$ cat src/rtl/slht_pkg.sv
`default_nettype none
package slht_pkg;

  localparam int unsigned CFG_W  = 64;
  localparam int unsigned ADDR_W = 5;
  localparam int unsigned IDX_W  = 2;
  localparam int unsigned AGE_W  = 32;

  localparam logic [IDX_W-1:0] REG_ONLINE_POLL  = 2'd0;
  localparam logic [IDX_W-1:0] REG_OFFLINE_POLL = 2'd1;
  localparam logic [IDX_W-1:0] REG_MAX_AGE      = 2'd2;
  localparam logic [IDX_W-1:0] REG_EXPECTED_ID  = 2'd3;

  localparam logic [31:0] ONLINE_POLL_RST  = 32'd1000;
  localparam logic [31:0] OFFLINE_POLL_RST = 32'd5000;
  localparam logic [31:0] MAX_AGE_RST      = 32'd10000;
  localparam logic [63:0] EXPECTED_ID_RST  = 64'd0;

  localparam logic [AGE_W-1:0] AGE_MAX = {AGE_W{1'b1}};

  // internal link state codes
  localparam logic [2:0] LC_UNKNOWN = 3'd0;
  localparam logic [2:0] LC_OFFLINE = 3'd1;
  localparam logic [2:0] LC_ONLINE  = 3'd2;
  localparam logic [2:0] LC_PROTO   = 3'd3;
  localparam logic [2:0] LC_STALE   = 3'd4;

  // reported link state
  localparam logic [1:0] LS_OFFLINE = 2'd0;
  localparam logic [1:0] LS_ONLINE  = 2'd1;
  localparam logic [1:0] LS_PROTO   = 2'd2;
  localparam logic [1:0] LS_STALE   = 2'd3;

  // state events
  localparam logic [2:0] EVT_NONE    = 3'd0;
  localparam logic [2:0] EVT_ONLINE  = 3'd1;
  localparam logic [2:0] EVT_OFFLINE = 3'd2;
  localparam logic [2:0] EVT_PROTO   = 3'd3;
  localparam logic [2:0] EVT_STALE   = 3'd4;

  typedef struct packed {
    logic [1:0]       link_state;
    logic [2:0]       state_event;
    logic             new_snapshot;
    logic             poll_ok;
    logic             snapshot_valid;
    logic [AGE_W-1:0] age_ms;
    logic [31:0]      next_poll_ms;
  } result_t;

  function automatic logic [1:0] state_out(input logic [2:0] code);
    logic [1:0] s;
    case (code)
      LC_ONLINE: s = LS_ONLINE;
      LC_PROTO:  s = LS_PROTO;
      LC_STALE:  s = LS_STALE;
      default:   s = LS_OFFLINE;
    endcase
    return s;
  endfunction

  function automatic logic [2:0] event_of(input logic [2:0] code);
    logic [2:0] e;
    case (code)
      LC_ONLINE:  e = EVT_ONLINE;
      LC_OFFLINE: e = EVT_OFFLINE;
      LC_PROTO:   e = EVT_PROTO;
      LC_STALE:   e = EVT_STALE;
      default:    e = EVT_NONE;
    endcase
    return e;
  endfunction

endpackage
`default_nettype wire

$ cat src/rtl/sensor_link_health_tracker_unit.sv
// each result is registered in the result register, or in the skid entry on a stall
// one item per cycle while skid is empty; state and result logic sit in one stage
// a two-entry result buffer keeps input ready while one result waits
// reset: link state unknown, no snapshot, age 0, registers at defaults, buffer empty
// no clearing pass; boot and sequence registers are read only once a snapshot exists
`default_nettype none
module sensor_link_health_tracker_unit (
  input  wire logic                        clk,
  input  wire logic                        rst,
  input  wire logic                        psel,
  input  wire logic                        penable,
  input  wire logic                        pwrite,
  input  wire logic [slht_pkg::ADDR_W-1:0] paddr,
  input  wire logic [slht_pkg::CFG_W-1:0]  pwdata,
  output logic      [slht_pkg::CFG_W-1:0]  prdata,
  output logic                             pready,
  input  wire logic                        in_valid,
  output logic                             in_ready,
  input  wire logic                        kind,
  input  wire logic                        probe_ok,
  input  wire logic                        read_ok,
  input  wire logic                        decode_ok,
  input  wire logic [63:0]                 sensor_id,
  input  wire logic [31:0]                 boot_id,
  input  wire logic [31:0]                 sequence_req,
  output logic                             out_valid,
  input  wire logic                        out_ready,
  output logic [1:0]                       link_state,
  output logic [2:0]                       state_event,
  output logic                             new_snapshot,
  output logic                             poll_ok,
  output logic                             snapshot_valid,
  output logic [31:0]                      age_ms,
  output logic [31:0]                      next_poll_ms
);
  import slht_pkg::*;

  logic [31:0] online_poll;
  logic [31:0] offline_poll;
  logic [31:0] max_age;
  logic [63:0] expected_id;

  logic [2:0]       link_code, link_code_next;
  logic             have_snapshot, have_snapshot_next;
  logic [31:0]      prior_sequence;
  logic [31:0]      prior_boot;
  logic [AGE_W-1:0] snapshot_age, snapshot_age_next;

  result_t res_next;
  result_t res;
  result_t skid;
  logic    skid_valid;
  logic    accepted;
  logic    failed;
  logic    in_xfer;
  logic    cfg_wr;
  logic [IDX_W-1:0] cfg_idx;

  assign pready  = 1'b1;
  assign cfg_wr  = psel && penable && pwrite;
  assign cfg_idx = paddr[ADDR_W-1:ADDR_W-IDX_W];

  always_ff @(posedge clk) begin
    if (rst) begin
      online_poll  <= ONLINE_POLL_RST;
      offline_poll <= OFFLINE_POLL_RST;
      max_age      <= MAX_AGE_RST;
      expected_id  <= EXPECTED_ID_RST;
    end else if (cfg_wr) begin
      unique case (cfg_idx)
        REG_ONLINE_POLL:  online_poll  <= pwdata[31:0];
        REG_OFFLINE_POLL: offline_poll <= pwdata[31:0];
        REG_MAX_AGE:      max_age      <= pwdata[31:0];
        REG_EXPECTED_ID:  expected_id  <= pwdata;
        default: ;
      endcase
    end
  end

  always_comb begin
    unique case (cfg_idx)
      REG_ONLINE_POLL:  prdata = {32'd0, online_poll};
      REG_OFFLINE_POLL: prdata = {32'd0, offline_poll};
      REG_MAX_AGE:      prdata = {32'd0, max_age};
      REG_EXPECTED_ID:  prdata = expected_id;
      default:          prdata = '0;
    endcase
  end

  assign in_ready = !skid_valid;
  assign in_xfer  = in_valid && in_ready;

  always_comb begin
    link_code_next     = link_code;
    have_snapshot_next = have_snapshot;
    snapshot_age_next  = snapshot_age;
    accepted           = 1'b0;
    failed             = 1'b0;
    if (kind) begin
      if (have_snapshot && snapshot_age != AGE_MAX) begin
        snapshot_age_next = snapshot_age + AGE_W'(1);
      end
    end else if (!probe_ok || !read_ok) begin
      link_code_next = LC_OFFLINE;
      failed         = 1'b1;
    end else if (!decode_ok || (expected_id != 64'd0 && sensor_id != expected_id)) begin
      link_code_next = LC_PROTO;
      failed         = 1'b1;
    end else if (!have_snapshot || boot_id != prior_boot || sequence_req != prior_sequence) begin
      link_code_next     = LC_ONLINE;
      have_snapshot_next = 1'b1;
      snapshot_age_next  = '0;
      accepted           = 1'b1;
    end
    if (link_code_next != LC_UNKNOWN && have_snapshot_next && snapshot_age_next > max_age) begin
      link_code_next = LC_STALE;
    end

    res_next.link_state     = state_out(link_code_next);
    res_next.state_event    = (link_code_next != link_code) ? event_of(link_code_next)
                                                            : EVT_NONE;
    res_next.new_snapshot   = accepted;
    res_next.poll_ok        = !kind && !failed && link_code_next == LC_ONLINE;
    res_next.snapshot_valid = have_snapshot_next && snapshot_age_next <= max_age;
    res_next.age_ms         = have_snapshot_next ? snapshot_age_next : '0;
    res_next.next_poll_ms   = (link_code_next == LC_ONLINE) ? online_poll : offline_poll;
  end

  always_ff @(posedge clk) begin
    if (rst) begin
      link_code     <= LC_UNKNOWN;
      have_snapshot <= 1'b0;
      snapshot_age  <= '0;
    end else if (in_xfer) begin
      link_code     <= link_code_next;
      have_snapshot <= have_snapshot_next;
      snapshot_age  <= snapshot_age_next;
    end
  end

  always_ff @(posedge clk) begin
    if (in_xfer && accepted) begin
      prior_sequence <= sequence_req;
      prior_boot     <= boot_id;
    end
  end

  // result register with one skid entry behind it
  always_ff @(posedge clk) begin
    if (rst) begin
      out_valid  <= 1'b0;
      skid_valid <= 1'b0;
    end else if (!out_valid || out_ready) begin
      if (skid_valid) begin
        out_valid  <= 1'b1;
        skid_valid <= 1'b0;
      end else begin
        out_valid <= in_xfer;
      end
    end else if (in_xfer) begin
      skid_valid <= 1'b1;
    end
  end

  always_ff @(posedge clk) begin
    if (!out_valid || out_ready) begin
      if (skid_valid) begin
        res <= skid;
      end else if (in_xfer) begin
        res <= res_next;
      end
    end else if (in_xfer) begin
      skid <= res_next;
    end
  end

  assign link_state     = res.link_state;
  assign state_event    = res.state_event;
  assign new_snapshot   = res.new_snapshot;
  assign poll_ok        = res.poll_ok;
  assign snapshot_valid = res.snapshot_valid;
  assign age_ms         = res.age_ms;
  assign next_poll_ms   = res.next_poll_ms;

endmodule
`default_nettype wire

$ cat config.mk
export PLATFORM = sky130hd
export DESIGN_NAME = sensor_link_health_tracker_unit
export DESIGN_NICKNAME = d
export VERILOG_FILES = /design/src/rtl/slht_pkg.sv /design/src/rtl/sensor_link_health_tracker_unit.sv
export SDC_FILE = /design/constraint.sdc
export NUM_CORES = 1
export LEC_CHECK = 0
export ABC_AREA = 1
export ABC_CLOCK_PERIOD_IN_PS = 25000
export BUFFER_PORTS_ARGS = -buffer_cell sky130_fd_sc_hd__buf_2
export CORE_UTILIZATION = 45
export CTS_BUF_LIST = sky130_fd_sc_hd__clkbuf_4
export DETAILED_ROUTE_END_ITERATION = 12
export GPL_TIMING_DRIVEN = 0
export PLACE_DENSITY = 0.66
export SLEW_MARGIN = 20
export SYNTH_ARGS = -nofsm -noshare
export SYNTH_HDL_FRONTEND = slang
export SYNTH_SLANG_ARGS = --single-unit
$ cat constraint.sdc
create_clock -name clk -period 25 [get_ports clk]
set_clock_uncertainty 0.05 [all_clocks]
set_input_delay 7.5 -clock clk [delete_from_list [all_inputs] [get_ports clk]]
set_output_delay 7.5 -clock clk [all_outputs]
set_load 0.005 [all_outputs]
==> Implementation_results.wiki, run 1 <==
{| class="wikitable"
! Metric !! Value
|-
| Outcome || completed
|-
| Share of the cycle needed by the critical path after routing || 0.698
|-
| Initial antenna violation count || 10
|-
| Post-CTS Setup Bufs || 0
|-
| Detailed-routing wirelength on met1 || ~28 mm
|-
| Average vias per placed instance || 5.13
|-
| Number of levels the H-tree was split into || 3
|-
| Detailed-route via count || 19.7k
|-
| Max IR drop VDD || ~0.04 mV
|-
| Die area || around 0.046 mm2
|-
| Hold slack final || ~0.42 ns
|-
| Antenna violation net count after detailed routing || 0
|-
| Max-cap violations || 0
|-
| Length of routed met3 wiring || a little over 6 mm
|-
| DRC Markers || 0
|-
| Total leakage power || 11.5 nW
|-
| Number of failing hold endpoints at the final stage || 0
|-
| DRT Pass-1 Iters || 6
|-
| Portion of the post-synthesis area used by sequential elements || 0.499
|-
| Clock Tree Buf Depth || 3
|-
| Post-synthesis cell type count || between 40 and 50
|-
| Hold bufs inserted after CTS || 0
|-
| Number of DRC markers after the initial detailed-route iteration || approximately 1.4k
|-
| Height of the chip || roughly 220 um
|-
| Synthesized instance count || roughly 2.7k
|-
| Detail-routed net length per standard cell || 18.1 um
|-
| Fmax achieved || 0.0573 GHz
|-
| Cells after DPL || 3617
|-
| Flop and latch count out of synthesis || 406
|-
| Root buffer cell || clkbuf_4
|-
| Num CTS Buffers || 112
|-
| Clk sink count || just over 400
|-
| Gr usage total || 0.300
|-
| Class of the most critical hold timing path || reg -> reg
|-
| Number of fillers in the final layout || 4300
|-
| Pin count of the biggest net entering global routing || 29
|-
| Final core utilization || 0.553
|-
| Share of cells above drive strength 1 || 0.187
|-
| Total routed wirelength || between 60 and 70 mm
|-
| Kind of launch point of the worst setup path || input port
|-
| Area of placed instances || about 0.023 mm2
|-
| Dominant synthesized flop cell || edfxtp_1
|-
| Count of buffers from port buffering || around 340
|-
| CTS resizes || 0
|-
| Number of enable flip-flop cells after synthesis || 208
|-
| Final Instance Count excl. Fillers || 3835
|-
| Effective utilization at floorplan || 0.459
|-
| Worst path setup slack after routing || roughly 7.5 ns
|-
| Number of nets produced by synthesis || 2913
|-
| Post-Synthesis Mean Instance Area || between 7 and 8 um2
|-
| Core Area || about 0.045 mm2
|-
| Power per cell area || 62.5 mW/mm2
|-
| Measured slew at the worst slew-check pin || approximately 0.9 ns
|-
| Clock Latency Late Sink || ~0.9 ns
|-
| Area Growth Syn to Fin || 20.5%
|-
| Flip-flop and latch area || 0.0102 mm2
|-
| Number of global-route vias before repair || between 15k and 20k
|-
| Number of rows created at floorplan || 77
|-
| Fin nets || approximately 3.4k
|-
| Endpoint type of the worst setup path || output pin
|-
| Slew Limit Headroom || 0.409
|-
| Place WS || about 7.6 ns
|-
| Chip Width || between 200 and 250 um
|-
| Accumulated negative setup slack || 0 ns
|-
| Largest fanout of any net on the critical path || 10
|-
| Number of warnings issued by yosys || 0
|-
| TritonCTS clock tree || yes
|-
| Wire length on met2 || between 30 and 40 mm
|-
| Gpl congestion || 0.992
|-
| Detail Placement HPWL || about 54 mm
|-
| Wire length of the first global-routing pass || approximately 110 mm
|-
| Data required time at the worst endpoint || 17.45 ns
|-
| Unrepaired setup endpoints after global routing || no
|-
| Final setup viols || 0
|-
| Number of pins exceeding their max-slew limit in the final report || 0
|-
| Overflow left after global routing || 0
|-
| I/O pin total || roughly 350
|-
| Final total power || about 1.5 mW
|-
| Time the final worst path needs with I/O delays and setup || ~17 ns
|-
| Finished layout cell area || around 0.025 mm2
|-
| Clock-pin slew reported for the worst setup and hold paths after clock tree synthesis || about 0.060 ns
|-
| Topmost layer with routed signal wires || met5
|-
| Post-synth design cell area || approximately 0.02 mm2
|-
| Arrival time at the worst endpoint || 9.91 ns
|-
| Multi-input gate area in the final layout || between 0.008 and 0.009 mm2
|-
| Share of synthesized flip-flops with an asynchronous set or reset || 0
|-
| Setup Crit Path Kind || in -> out
|}
-- metal layers --
metal | vias to the layer above | track usage
li1 | 9678 | -
met1 | 8957 | 0.370
met2 | 867 | 0.487
met3 | 173 | 0.0735
met4 | 6 | 0.149
met5 | - | 0
-- state kept, by name, indices dropped and copies added, names as in the netlist --
register,count
new_snapshot,1
state_event,3
online_poll,32
max_age,32
skid_valid,1
prior_boot,32
snapshot_valid,1
age_ms,32
snapshot_age,32
out_valid,1
link_code,3
expected_id,64
next_poll_ms,32
offline_poll,32
prior_sequence,32
skid,72
poll_ok,1
link_state,2
have_snapshot,1
-- area by class of cell --
class | instances | share of cell area
antenna | 9 | 0.000914
buffer | 106 | 0.0182
clock buffer | 175 | 0.0533
clock inverter | 34 | 0.00869
inverter | 419 | 0.0639
multi-input combinational | 1741 | 0.334
sequential | 406 | 0.415
tap | 592 | 0.0301
timing repair buffer | 353 | 0.0759
-- worst max-delay path, cell delays in order --
cell and delay, ns:
buf_2 0.14, nor2_1 0.69, inv_1 0.49, clkbuf_1 0.43, o21ai_0 0.45, buf_2 0.19
-- worst paths after layout --
kind                                        from          endpoint  slack (ns)  cells past startpoint
worst min register to register  offline_poll[17]  offline_poll[17]        0.42                      2
worst max register to register   expected_id[18]   next_poll_ms[8]       19.26                     33
worst min-delay path            offline_poll[17]  offline_poll[17]        0.42                      2
worst max-delay path                    paddr[4]         prdata[8]        7.54                      6
-- synth_stat cells, drive strengths merged, types with 3 or more instances --
master | number | area share
nand3 | 104 | 0.025
nor3 | 24 | 0.0059
clkbuf | 92 | 0.017
nor4 | 11 | 0.0034
nor2 | 253 | 0.047
or2 | 3 | 0.00092
ha | 33 | 0.020
nand3b | 4 | 0.0015
inv | 412 | 0.076
o2111ai | 12 | 0.0051
dfxtp | 198 | 0.19
xnor2 | 8 | 0.0034
nand2 | 693 | 0.13
clkinv | 7 | 0.0013
a21oi | 188 | 0.046
o211ai | 19 | 0.0070
o21a | 33 | 0.012
edfxtp | 208 | 0.31
buf | 14 | 0.0050
nand4 | 23 | 0.0070
xor2 | 27 | 0.012
o22ai | 4 | 0.0012
o21ai | 289 | 0.071
-- cells by family after synthesis --
kind of cell,Yosys count,synth area share
buf+inv,525,0.0988
xor+xnor,35,0.0150
fa+ha+maj,33,0.0202
compound gates,552,0.145
simple gates,1120,0.221
flops,406,0.499
other cells,1,0.000183
-- power breakdown --
group / switching (mW) / internal [mW] / leakage [nW] / total [mW]
Combinational: 0.108 / 0.0580 / 7.02 / 0.166
Clock: 0.291 / 0.348 / 0.909 / 0.639
Sequential: 0.0110 / 0.722 / 3.56 / 0.733
Total: 0.410 / 1.13 / 11.5 / 1.54
-- cell usage in the layout, fill, tap and decap left out, drive strengths merged --
master,count
dfxtp,198
o21ai,289
ha,33
nand4,23
nor3b,1
and2,1
or2,3
and3,2
a21oi,188
xnor2,8
o2111ai,12
buf,367
nand3,104
diode,9
nand2b,1
inv,414
a31oi,2
bufinv,3
conb,1
nor3,24
o21a,33
a211oi,2
o211ai,19
a221oi,1
edfxtp,208
a31o,1
nand3b,4
nor2,253
a21o,1
clkbuf,267
xor2,27
clkinv,36
nand2,693
o22ai,4
nor4,11
Power figures use the tool's default switching activity.
==> run 2: changes to the inputs <==
--- a/config.mk
+++ b/config.mk
@@ -6,13 +6,13 @@
 export NUM_CORES = 1
 export LEC_CHECK = 0
 export ABC_AREA = 1
-export ABC_CLOCK_PERIOD_IN_PS = 25000
+export ABC_CLOCK_PERIOD_IN_PS = 15700
 export BUFFER_PORTS_ARGS = -buffer_cell sky130_fd_sc_hd__buf_2
 export CORE_UTILIZATION = 45
 export CTS_BUF_LIST = sky130_fd_sc_hd__clkbuf_4
 export DETAILED_ROUTE_END_ITERATION = 12
 export GPL_TIMING_DRIVEN = 0
-export PLACE_DENSITY = 0.66
+export PLACE_DENSITY = 0.69
 export SLEW_MARGIN = 20
 export SYNTH_ARGS = -nofsm -noshare
 export SYNTH_HDL_FRONTEND = slang
==> constraint.sdc (replaced) <==
create_clock -name clk -period 15.7 [get_ports clk]
set_clock_uncertainty 0.05 [all_clocks]
set_input_delay 4.71 -clock clk [delete_from_list [all_inputs] [get_ports clk]]
set_output_delay 4.71 -clock clk [all_outputs]
set_load 0.005 [all_outputs]
==> Implementation_results.wiki, run 2 (synthesis results as in run 1) <==
{| class="wikitable"
! Metric !! Value
|-
| Outcome || completed
|-
| Measured slew at the worst slew-check pin || 0.876 ns (-0.00655 ns)
|-
| Unrepaired setup endpoints after global routing || no
|-
| Most flop-heavy register || skid
|-
| Slowest stage cell, crit path || nor2_1
|-
| Max-cap violations || 0 (unchanged)
|-
| Power per cell area || 99.0 mW/mm2 (+58%)
|-
| Hold slack final || 0.420 ns (-0.00174 ns)
|-
| Post-CTS Setup Bufs || 0 (unchanged)
|-
| Most common cell type on the critical path || buf_2
|-
| Kind of launch point of the worst setup path || input port
|-
| Chip Width || 215 um (unchanged)
|-
| Endpoint type of the worst setup path || output pin
|-
| Detail-routed net length per standard cell || 18.0 um (-0.68%)
|-
| Launch point of the worst reg-to-reg path || expected_id[25]
|-
| Share of the cycle needed by the critical path after routing || 0.760
|-
| Commonest non-fill, non-tap cells in the layout || nand2_1 (687), inv_1 (372), buf_2 (345), o21ai_0 (286), nor2_1 (249)
|-
| Count of buffers from port buffering || 341 (unchanged)
|-
| Clock Latency Late Sink || 0.88 ns (about the same)
|-
| Crit-path max cell delay || 0.69 ns (about the same)
|-
| Final core utilization || 0.553 (-0.000618)
|-
| Total routed wirelength || 68.8 mm (-0.97%)
|-
| Average vias per placed instance || 5.17 (+0.84%)
|-
| Class of the most critical hold timing path || reg -> reg
|-
| CTS resizes || 0 (unchanged)
|-
| Num CTS Buffers || 108 (-3.6%)
|-
| Final setup viols || 0 (unchanged)
|-
| Number of pins exceeding their max-slew limit in the final report || 0 (unchanged)
|-
| Die area || 0.0463 mm2 (unchanged)
|-
| Total leakage power || 11.5 nW (-0.17%)
|-
| Final total power || 2.43 mW (+58%)
|-
| Area Growth Syn to Fin || 20.3%
|-
| Initial antenna violation count || 16 (+6)
|-
| Number of fillers in the final layout || 4248 (-1.2%)
|-
| Number of levels the H-tree was split into || 3 (unchanged)
|-
| Arrival time at the worst endpoint || 7.17 ns (-2.74 ns)
|-
| Core Area || 0.0445 mm2 (unchanged)
|-
| Finished layout cell area || 0.0246 mm2 (-0.11%)
|-
| Effective utilization at floorplan || 0.459 (unchanged)
|-
| Accumulated negative setup slack || 0 ns (unchanged)
|-
| Final Instance Count excl. Fillers || 3824 (-0.29%)
|-
| Cells after DPL || 3617 (unchanged)
|-
| Gr usage total || 0.293 (-0.00616)
|-
| Largest fanout of any net on the critical path || 10 (unchanged)
|-
| Time the final worst path needs with I/O delays and setup || approximately 12 ns
|-
| Max reg flops || 72 (unchanged)
|-
| Number of failing hold endpoints at the final stage || 0 (unchanged)
|-
| DRC Markers || 0 (unchanged)
|-
| Overflow left after global routing || 0 (unchanged)
|-
| Most common cell after layout, fill and taps aside || nand2_1
|-
| Pin count of the biggest net entering global routing || 29 (unchanged)
|-
| Hold bufs inserted after CTS || 0 (unchanged)
|-
| Place WS || 3.88 ns (-3.76 ns)
|-
| I/O pin total || 347 (unchanged)
|-
| Number of rows created at floorplan || 77 (unchanged)
|-
| Detail Placement HPWL || 53.7 mm (-1.1%)
|-
| Share of cells above drive strength 1 || 0.187 (-0.000234)
|-
| Register-to-register setup slack || 9.65 ns (-9.61 ns)
|-
| Wire length of the first global-routing pass || 104 mm (-2.1%)
|-
| Biggest regs || skid (72), expected_id (64)
|-
| Clk sink count || 406 (unchanged)
|-
| Worst Min Path Start || offline_poll[0]
|-
| Number of global-route vias before repair || 19.0k (-1.1%)
|-
| Fin nets || 3376 (-0.12%)
|-
| Fmax achieved || between 0.08 and 0.09 GHz
|-
| Antenna violation net count after detailed routing || 0 (unchanged)
|-
| Clock Tree Buf Depth || 3 (unchanged)
|-
| Hold-critical path depth || 2 (unchanged)
|-
| Height of the chip || 215 um (unchanged)
|-
| Endpoint of the lowest-slack register-to-register path || next_poll_ms[31]
|-
| Gpl congestion || 0.959 (-3.4%)
|-
| TritonCTS clock tree || yes
|-
| Clock-pin slew reported for the worst setup and hold paths after clock tree synthesis || 0.06 ns (about the same)
|-
| DRT Pass-1 Iters || 5 (-1)
|-
| Data required time at the worst endpoint || 10.94 ns (-6.51 ns)
|-
| Slew Limit Headroom || 0.414 (+0.00438)
|-
| Detailed-route via count || 19.8k (+0.55%)
|-
| Number of cells traversed by the worst register-to-register path || 33 (unchanged)
|-
| Setup Crit Path Kind || in -> out
|-
| Area of placed instances || 0.0231 mm2 (about the same)
|-
| Max IR drop VDD || 0.0625 mV (+61%)
|-
| Root buffer cell || clkbuf_4
|-
| List of cells traversed by the critical path || buf_2, nor2_1, inv_1, clkbuf_1, o21ai_0, buf_2
|-
| Number of DRC markers after the initial detailed-route iteration || 1666 (+18%)
|-
| Worst path setup slack after routing || 3.77 ns (-3.77 ns)
|-
| Destination of the worst hold path || offline_poll[0]
|}
## run 2: cell types whose count changed in the layout (fill, tap and decap cells not counted), moves of 2 or more
cell      before  now
clkbuf_4     175  173
buf_12         4    2
clkinv_1      33   24
buf_16         1    3
## run 2: layer usage
metal / GRT usage / up-vias / share of wire
met4: 0.136 / 12 / 0.041
met2: 0.480 / 853 / 0.46
met3: 0.0794 / 160 / 0.095
met5: 0 / - / 0.0010
li1: - / 9687 / -
met1: 0.359 / 9077 / 0.40
## run 2: final cells by class
cell class                 instances  area [um2]  area share
antenna                           10        25.0     0.00102
multi-input combinational       1741        8240       0.335
clock buffer                     173        1300      0.0528
timing repair buffer             353        1890      0.0768
sequential                       406       10200       0.415
tap                              592         741      0.0301
buffer                           106         448      0.0182
clock inverter                    24         180     0.00732
inverter                         419        1570      0.0639
## run 2: power by group
group | total (mW) | switching, mW | internal (mW) | leakage, nW
clock network | 1.00 | 0.457 | 0.546 | 0.882
registers | 1.17 | 0.0175 | 1.15 | 3.56
logic | 0.265 | 0.172 | 0.0926 | 7.03
total | 2.43 | 0.646 | 1.79 | 11.5
## run 2: worst max path at each step
stage | endpoint | slack (ns) | startpoint
after CTS | prdata[30] | 3.88 | paddr[4]
after floorplan | prior_boot[0] | 5.21 | sensor_id[32]
final | prdata[30] | 3.77 | paddr[4]
after detailed placement | prdata[30] | 3.88 | paddr[4]
after global routing | prdata[30] | 3.79 | paddr[4]
after global placement | prior_boot[27] | 2.27 | sensor_id[22]
## run 2: critical path, delay by kind of cell
| family | cells | cell delay [ns] |
|---|---|---|
| buffers and inverters | 4 | 1.27 |
| AOI/OAI and AO/OA | 1 | 0.48 |
| and+or+nand+nor | 1 | 0.69 |
==> run 3: changes to the inputs <==
--- a/config.mk
+++ b/config.mk
@@ -5,14 +5,14 @@
 export SDC_FILE = /design/constraint.sdc
 export NUM_CORES = 1
 export LEC_CHECK = 0
-export ABC_AREA = 1
-export ABC_CLOCK_PERIOD_IN_PS = 15700
+export ABC_AREA = 0
+export ABC_CLOCK_PERIOD_IN_PS = 11600
 export BUFFER_PORTS_ARGS = -buffer_cell sky130_fd_sc_hd__buf_2
 export CORE_UTILIZATION = 45
 export CTS_BUF_LIST = sky130_fd_sc_hd__clkbuf_4
 export DETAILED_ROUTE_END_ITERATION = 12
 export GPL_TIMING_DRIVEN = 0
-export PLACE_DENSITY = 0.69
+export PLACE_DENSITY = 0.67
 export SLEW_MARGIN = 20
 export SYNTH_ARGS = -nofsm -noshare
 export SYNTH_HDL_FRONTEND = slang
==> constraint.sdc (replaced) <==
create_clock -name clk -period 11.6 [get_ports clk]
set_clock_uncertainty 0.05 [all_clocks]
set_input_delay 3.48 -clock clk [delete_from_list [all_inputs] [get_ports clk]]
set_output_delay 3.48 -clock clk [all_outputs]
set_load 0.005 [all_outputs]
==> Implementation_results.wiki, run 3 <==
{| class="wikitable"
! Metric !! Value
|-
| Outcome || completed
|-
| Number of pins exceeding their max-slew limit in the final report || 0 (unchanged)
|-
| Fraction of post-synthesis cell area in the top cell type by area || 0.322 (+0.0170)
|-
| Max reg flops || 72 (unchanged)
|-
| Total routed wirelength || 67.4 mm (-2.0%)
|-
| Time the final worst path needs with I/O delays and setup || 10.03 ns
|-
| Share of synthesized flip-flops with an asynchronous set or reset || 0 (unchanged)
|-
| Wire length of the first global-routing pass || 100 mm (-4.1%)
|-
| Max IR drop VDD || 0.101 mV (+62%)
|-
| Most common cell after layout, fill and taps aside || nand2_1
|-
| Slew Limit Headroom || 0.276 (-0.138)
|-
| Number of DRC markers after the initial detailed-route iteration || 1600 (-4.0%)
|-
| Clock Latency Late Sink || 0.88 ns (about the same)
|-
| Power per cell area || 138 mW/mm2 (+39%)
|-
| Detail Placement HPWL || 51.6 mm (-3.9%)
|-
| Class of the most critical hold timing path || reg -> reg
|-
| Clock-pin slew reported for the worst setup and hold paths after clock tree synthesis || 0.06 ns (about the same)
|-
| Max-cap violations || 0 (unchanged)
|-
| Accumulated negative setup slack || 0 ns (unchanged)
|-
| Average vias per placed instance || 5.65 (+9.2%)
|-
| Arrival time at the worst endpoint || 10.61 ns (+3.44 ns)
|-
| Portion of the post-synthesis area used by sequential elements || 0.527 (+0.0278)
|-
| Chip Width || 209 um (-2.6%)
|-
| Number of failing hold endpoints at the final stage || 0 (unchanged)
|-
| Number of levels the H-tree was split into || 3 (unchanged)
|-
| Dominant synthesized flop cell || edfxtp_1
|-
| Core Area || 0.0422 mm2 (-5.1%)
|-
| Synth top area cells || edfxtp_1 (32%), dfxtp_1 (20%), nand2_1 (8.3%), a21oi_1 (4.9%), xor2_1 (4.5%)
|-
| Number of global-route vias before repair || 17.0k (-11%)
|-
| Most flop-heavy register || skid
|-
| Share of cells above drive strength 1 || 0.233 (+0.0464)
|-
| Number of warnings issued by yosys || 0 (unchanged)
|-
| CTS resizes || 0 (unchanged)
|-
| Number of rows created at floorplan || 75 (-2.6%)
|-
| Post-Synthesis Mean Instance Area || 9.58 um2 (+25%)
|-
| Area of placed instances || 0.0219 mm2 (-5.0%)
|-
| DRC Markers || 0 (unchanged)
|-
| TritonCTS clock tree || yes
|-
| Antenna violation net count after detailed routing || 0 (unchanged)
|-
| Initial antenna violation count || 13 (-3)
|-
| Clk sink count || 406 (unchanged)
|-
| Synthesized instance count || 2021 (-24%)
|-
| Final total power || 3.23 mW (+33%)
|-
| Number of enable flip-flop cells after synthesis || 208 (unchanged)
|-
| Post-synth design cell area || 0.0194 mm2 (-5.3%)
|-
| Commonest non-fill, non-tap cells in the layout || nand2_1 (429), buf_2 (340), edfxtp_1 (208), dfxtp_1 (198), a21oi_1 (189)
|-
| Gpl congestion || 0.961 (+0.28%)
|-
| Unrepaired setup endpoints after global routing || no
|-
| Num CTS Buffers || 106 (-1.9%)
|-
| Hold bufs inserted after CTS || 0 (unchanged)
|-
| Largest fanout of any net on the critical path || 10 (unchanged)
|-
| Gr usage total || 0.306 (+0.0122)
|-
| Finished layout cell area || 0.0234 mm2 (-4.9%)
|-
| Flop and latch count out of synthesis || 406 (unchanged)
|-
| Share of the cycle needed by the critical path after routing || 0.865
|-
| Fmax achieved || between 0.09 and 0.1 GHz
|-
| Detailed-route via count || 17.5k (-11%)
|-
| Data required time at the worst endpoint || 12.18 ns (+1.24 ns)
|-
| Post-synthesis cell type count || 63 (+47%)
|-
| Biggest regs || skid (72), expected_id (64)
|-
| I/O pin total || 347 (unchanged)
|-
| Kind of launch point of the worst setup path || input port
|-
| Root buffer cell || clkbuf_4
|-
| Fin nets || 2717 (-20%)
|-
| Area Growth Syn to Fin || 20.8%
|-
| Post-CTS Setup Bufs || 0 (unchanged)
|-
| Setup Crit Path Kind || in -> reg
|-
| Synth top cells by count || nand2_1 (429), edfxtp_1 (208), dfxtp_1 (198)
|-
| Total leakage power || 9.37 nW (-18%)
|-
| Count of buffers from port buffering || 340 (-0.29%)
|-
| Endpoint type of the worst setup path || register
|-
| Detail-routed net length per standard cell || 21.7 um (+21%)
|-
| Hold slack final || 0.424 ns (+0.00352 ns)
|-
| DRT Pass-1 Iters || 8 (+3)
|-
| Final setup viols || 0 (unchanged)
|-
| Clock Tree Buf Depth || 3 (unchanged)
|-
| Overflow left after global routing || 0 (unchanged)
|-
| Effective utilization at floorplan || 0.459 (-0.000684)
|-
| Top cell type by total area after synthesis || edfxtp_1
|-
| Most common cell in the netlist || nand2_1
|-
| Height of the chip || 209 um (-2.6%)
|-
| Number of fillers in the final layout || 3912 (-7.9%)
|-
| Pin count of the biggest net entering global routing || 55 (+90%)
|-
| Measured slew at the worst slew-check pin || 1.09 ns (+0.210 ns)
|-
| Die area || 0.0439 mm2 (-5.2%)
|-
| Number of nets produced by synthesis || 2262 (-22%)
|}
==> run 3: through the flow <==
| stage | util | setup slack, ns | cells |
|---|---|---|---|
| after floorplan | - | 3.25 | 2021 |
| after global placement | 0.515 | 0.933 | 2900 |
| after detailed placement | 0.519 | 0.834 | 2907 |
| after CTS | 0.554 | 1.73 | 3099 |
| after global routing | 0.554 | 1.20 | 3104 |
| final | 0.554 | 1.57 | 3106 |
==> run 3: layout make-up <==
class / instances / area (um2) / area share
sequential: 406 / 10200 / 0.436
buffer: 117 / 458 / 0.0196
tap: 539 / 674 / 0.0288
multi-input combinational: 1421 / 8440 / 0.361
inverter: 77 / 289 / 0.0124
timing repair buffer: 347 / 1860 / 0.0795
clock inverter: 14 / 109 / 0.00465
clock buffer: 178 / 1340 / 0.0571
antenna: 7 / 17.5 / 0.000749
==> run 3: kinds of logic (layout without fill, tap and decap cells) <==
logic type               Yosys count  after routing  synth area share
AO/OA/AOI/OAI                    389            389             0.118
XOR/XNOR                         116            116            0.0525
adder cells (fa/ha/maj)           33             33            0.0213
buffers and inverters            194            733            0.0386
flip-flops                       406            406             0.527
multiplexers                      47             47            0.0458
other                              1              8          0.000194
AND/OR/NAND/NOR                  835            835             0.197
==> run 3: worst max-delay path: stages <==
cell	delay, ns
buf_2	0.10
xor2_1	0.13
nor4_1	0.63
nand4_1	0.32
nor4_4	0.58
o211a_2	0.32
nand2_1	0.25
clkbuf_1	0.40
o211ai_1	0.20
o31a_1	0.30
inv_1	0.07
ha_1	0.31
a21oi_1	0.15
nand2_1	0.07
a211oi_1	0.28
o21ai_0	0.30
a211oi_1	0.51
a211oi_4	0.14
nor4_2	0.91
clkbuf_1	0.54
nand3_1	0.20
a31oi_1	0.39
==> run 3: layer usage <==
metal | track usage | routed length, um | part of all wire
met1 | 0.397 | 27300 | 0.40
met2 | 0.466 | 29900 | 0.44
met3 | 0.0914 | 7360 | 0.11
met4 | 0.147 | 2770 | 0.041
met5 | 0 | 63 | 0.00093
==> run 3: power by group <==
group | switching [mW] | leakage, nW | internal, mW
Clock | 0.610 | 0.870 | 0.728
Combinational | 0.202 | 4.99 | 0.112
Sequential | 0.0242 | 3.50 | 1.55
==> run 3: final timing paths <==
kind	cells past startpoint	slack [ns]	start	to
setup / recovery	22	1.57	sensor_id[16]	link_state[1]
hold / removal	2	0.42	offline_poll[26]	offline_poll[26]
setup reg to reg	21	3.79	expected_id[60]	link_state[1]
hold reg to reg	2	0.42	offline_poll[26]	offline_poll[26]
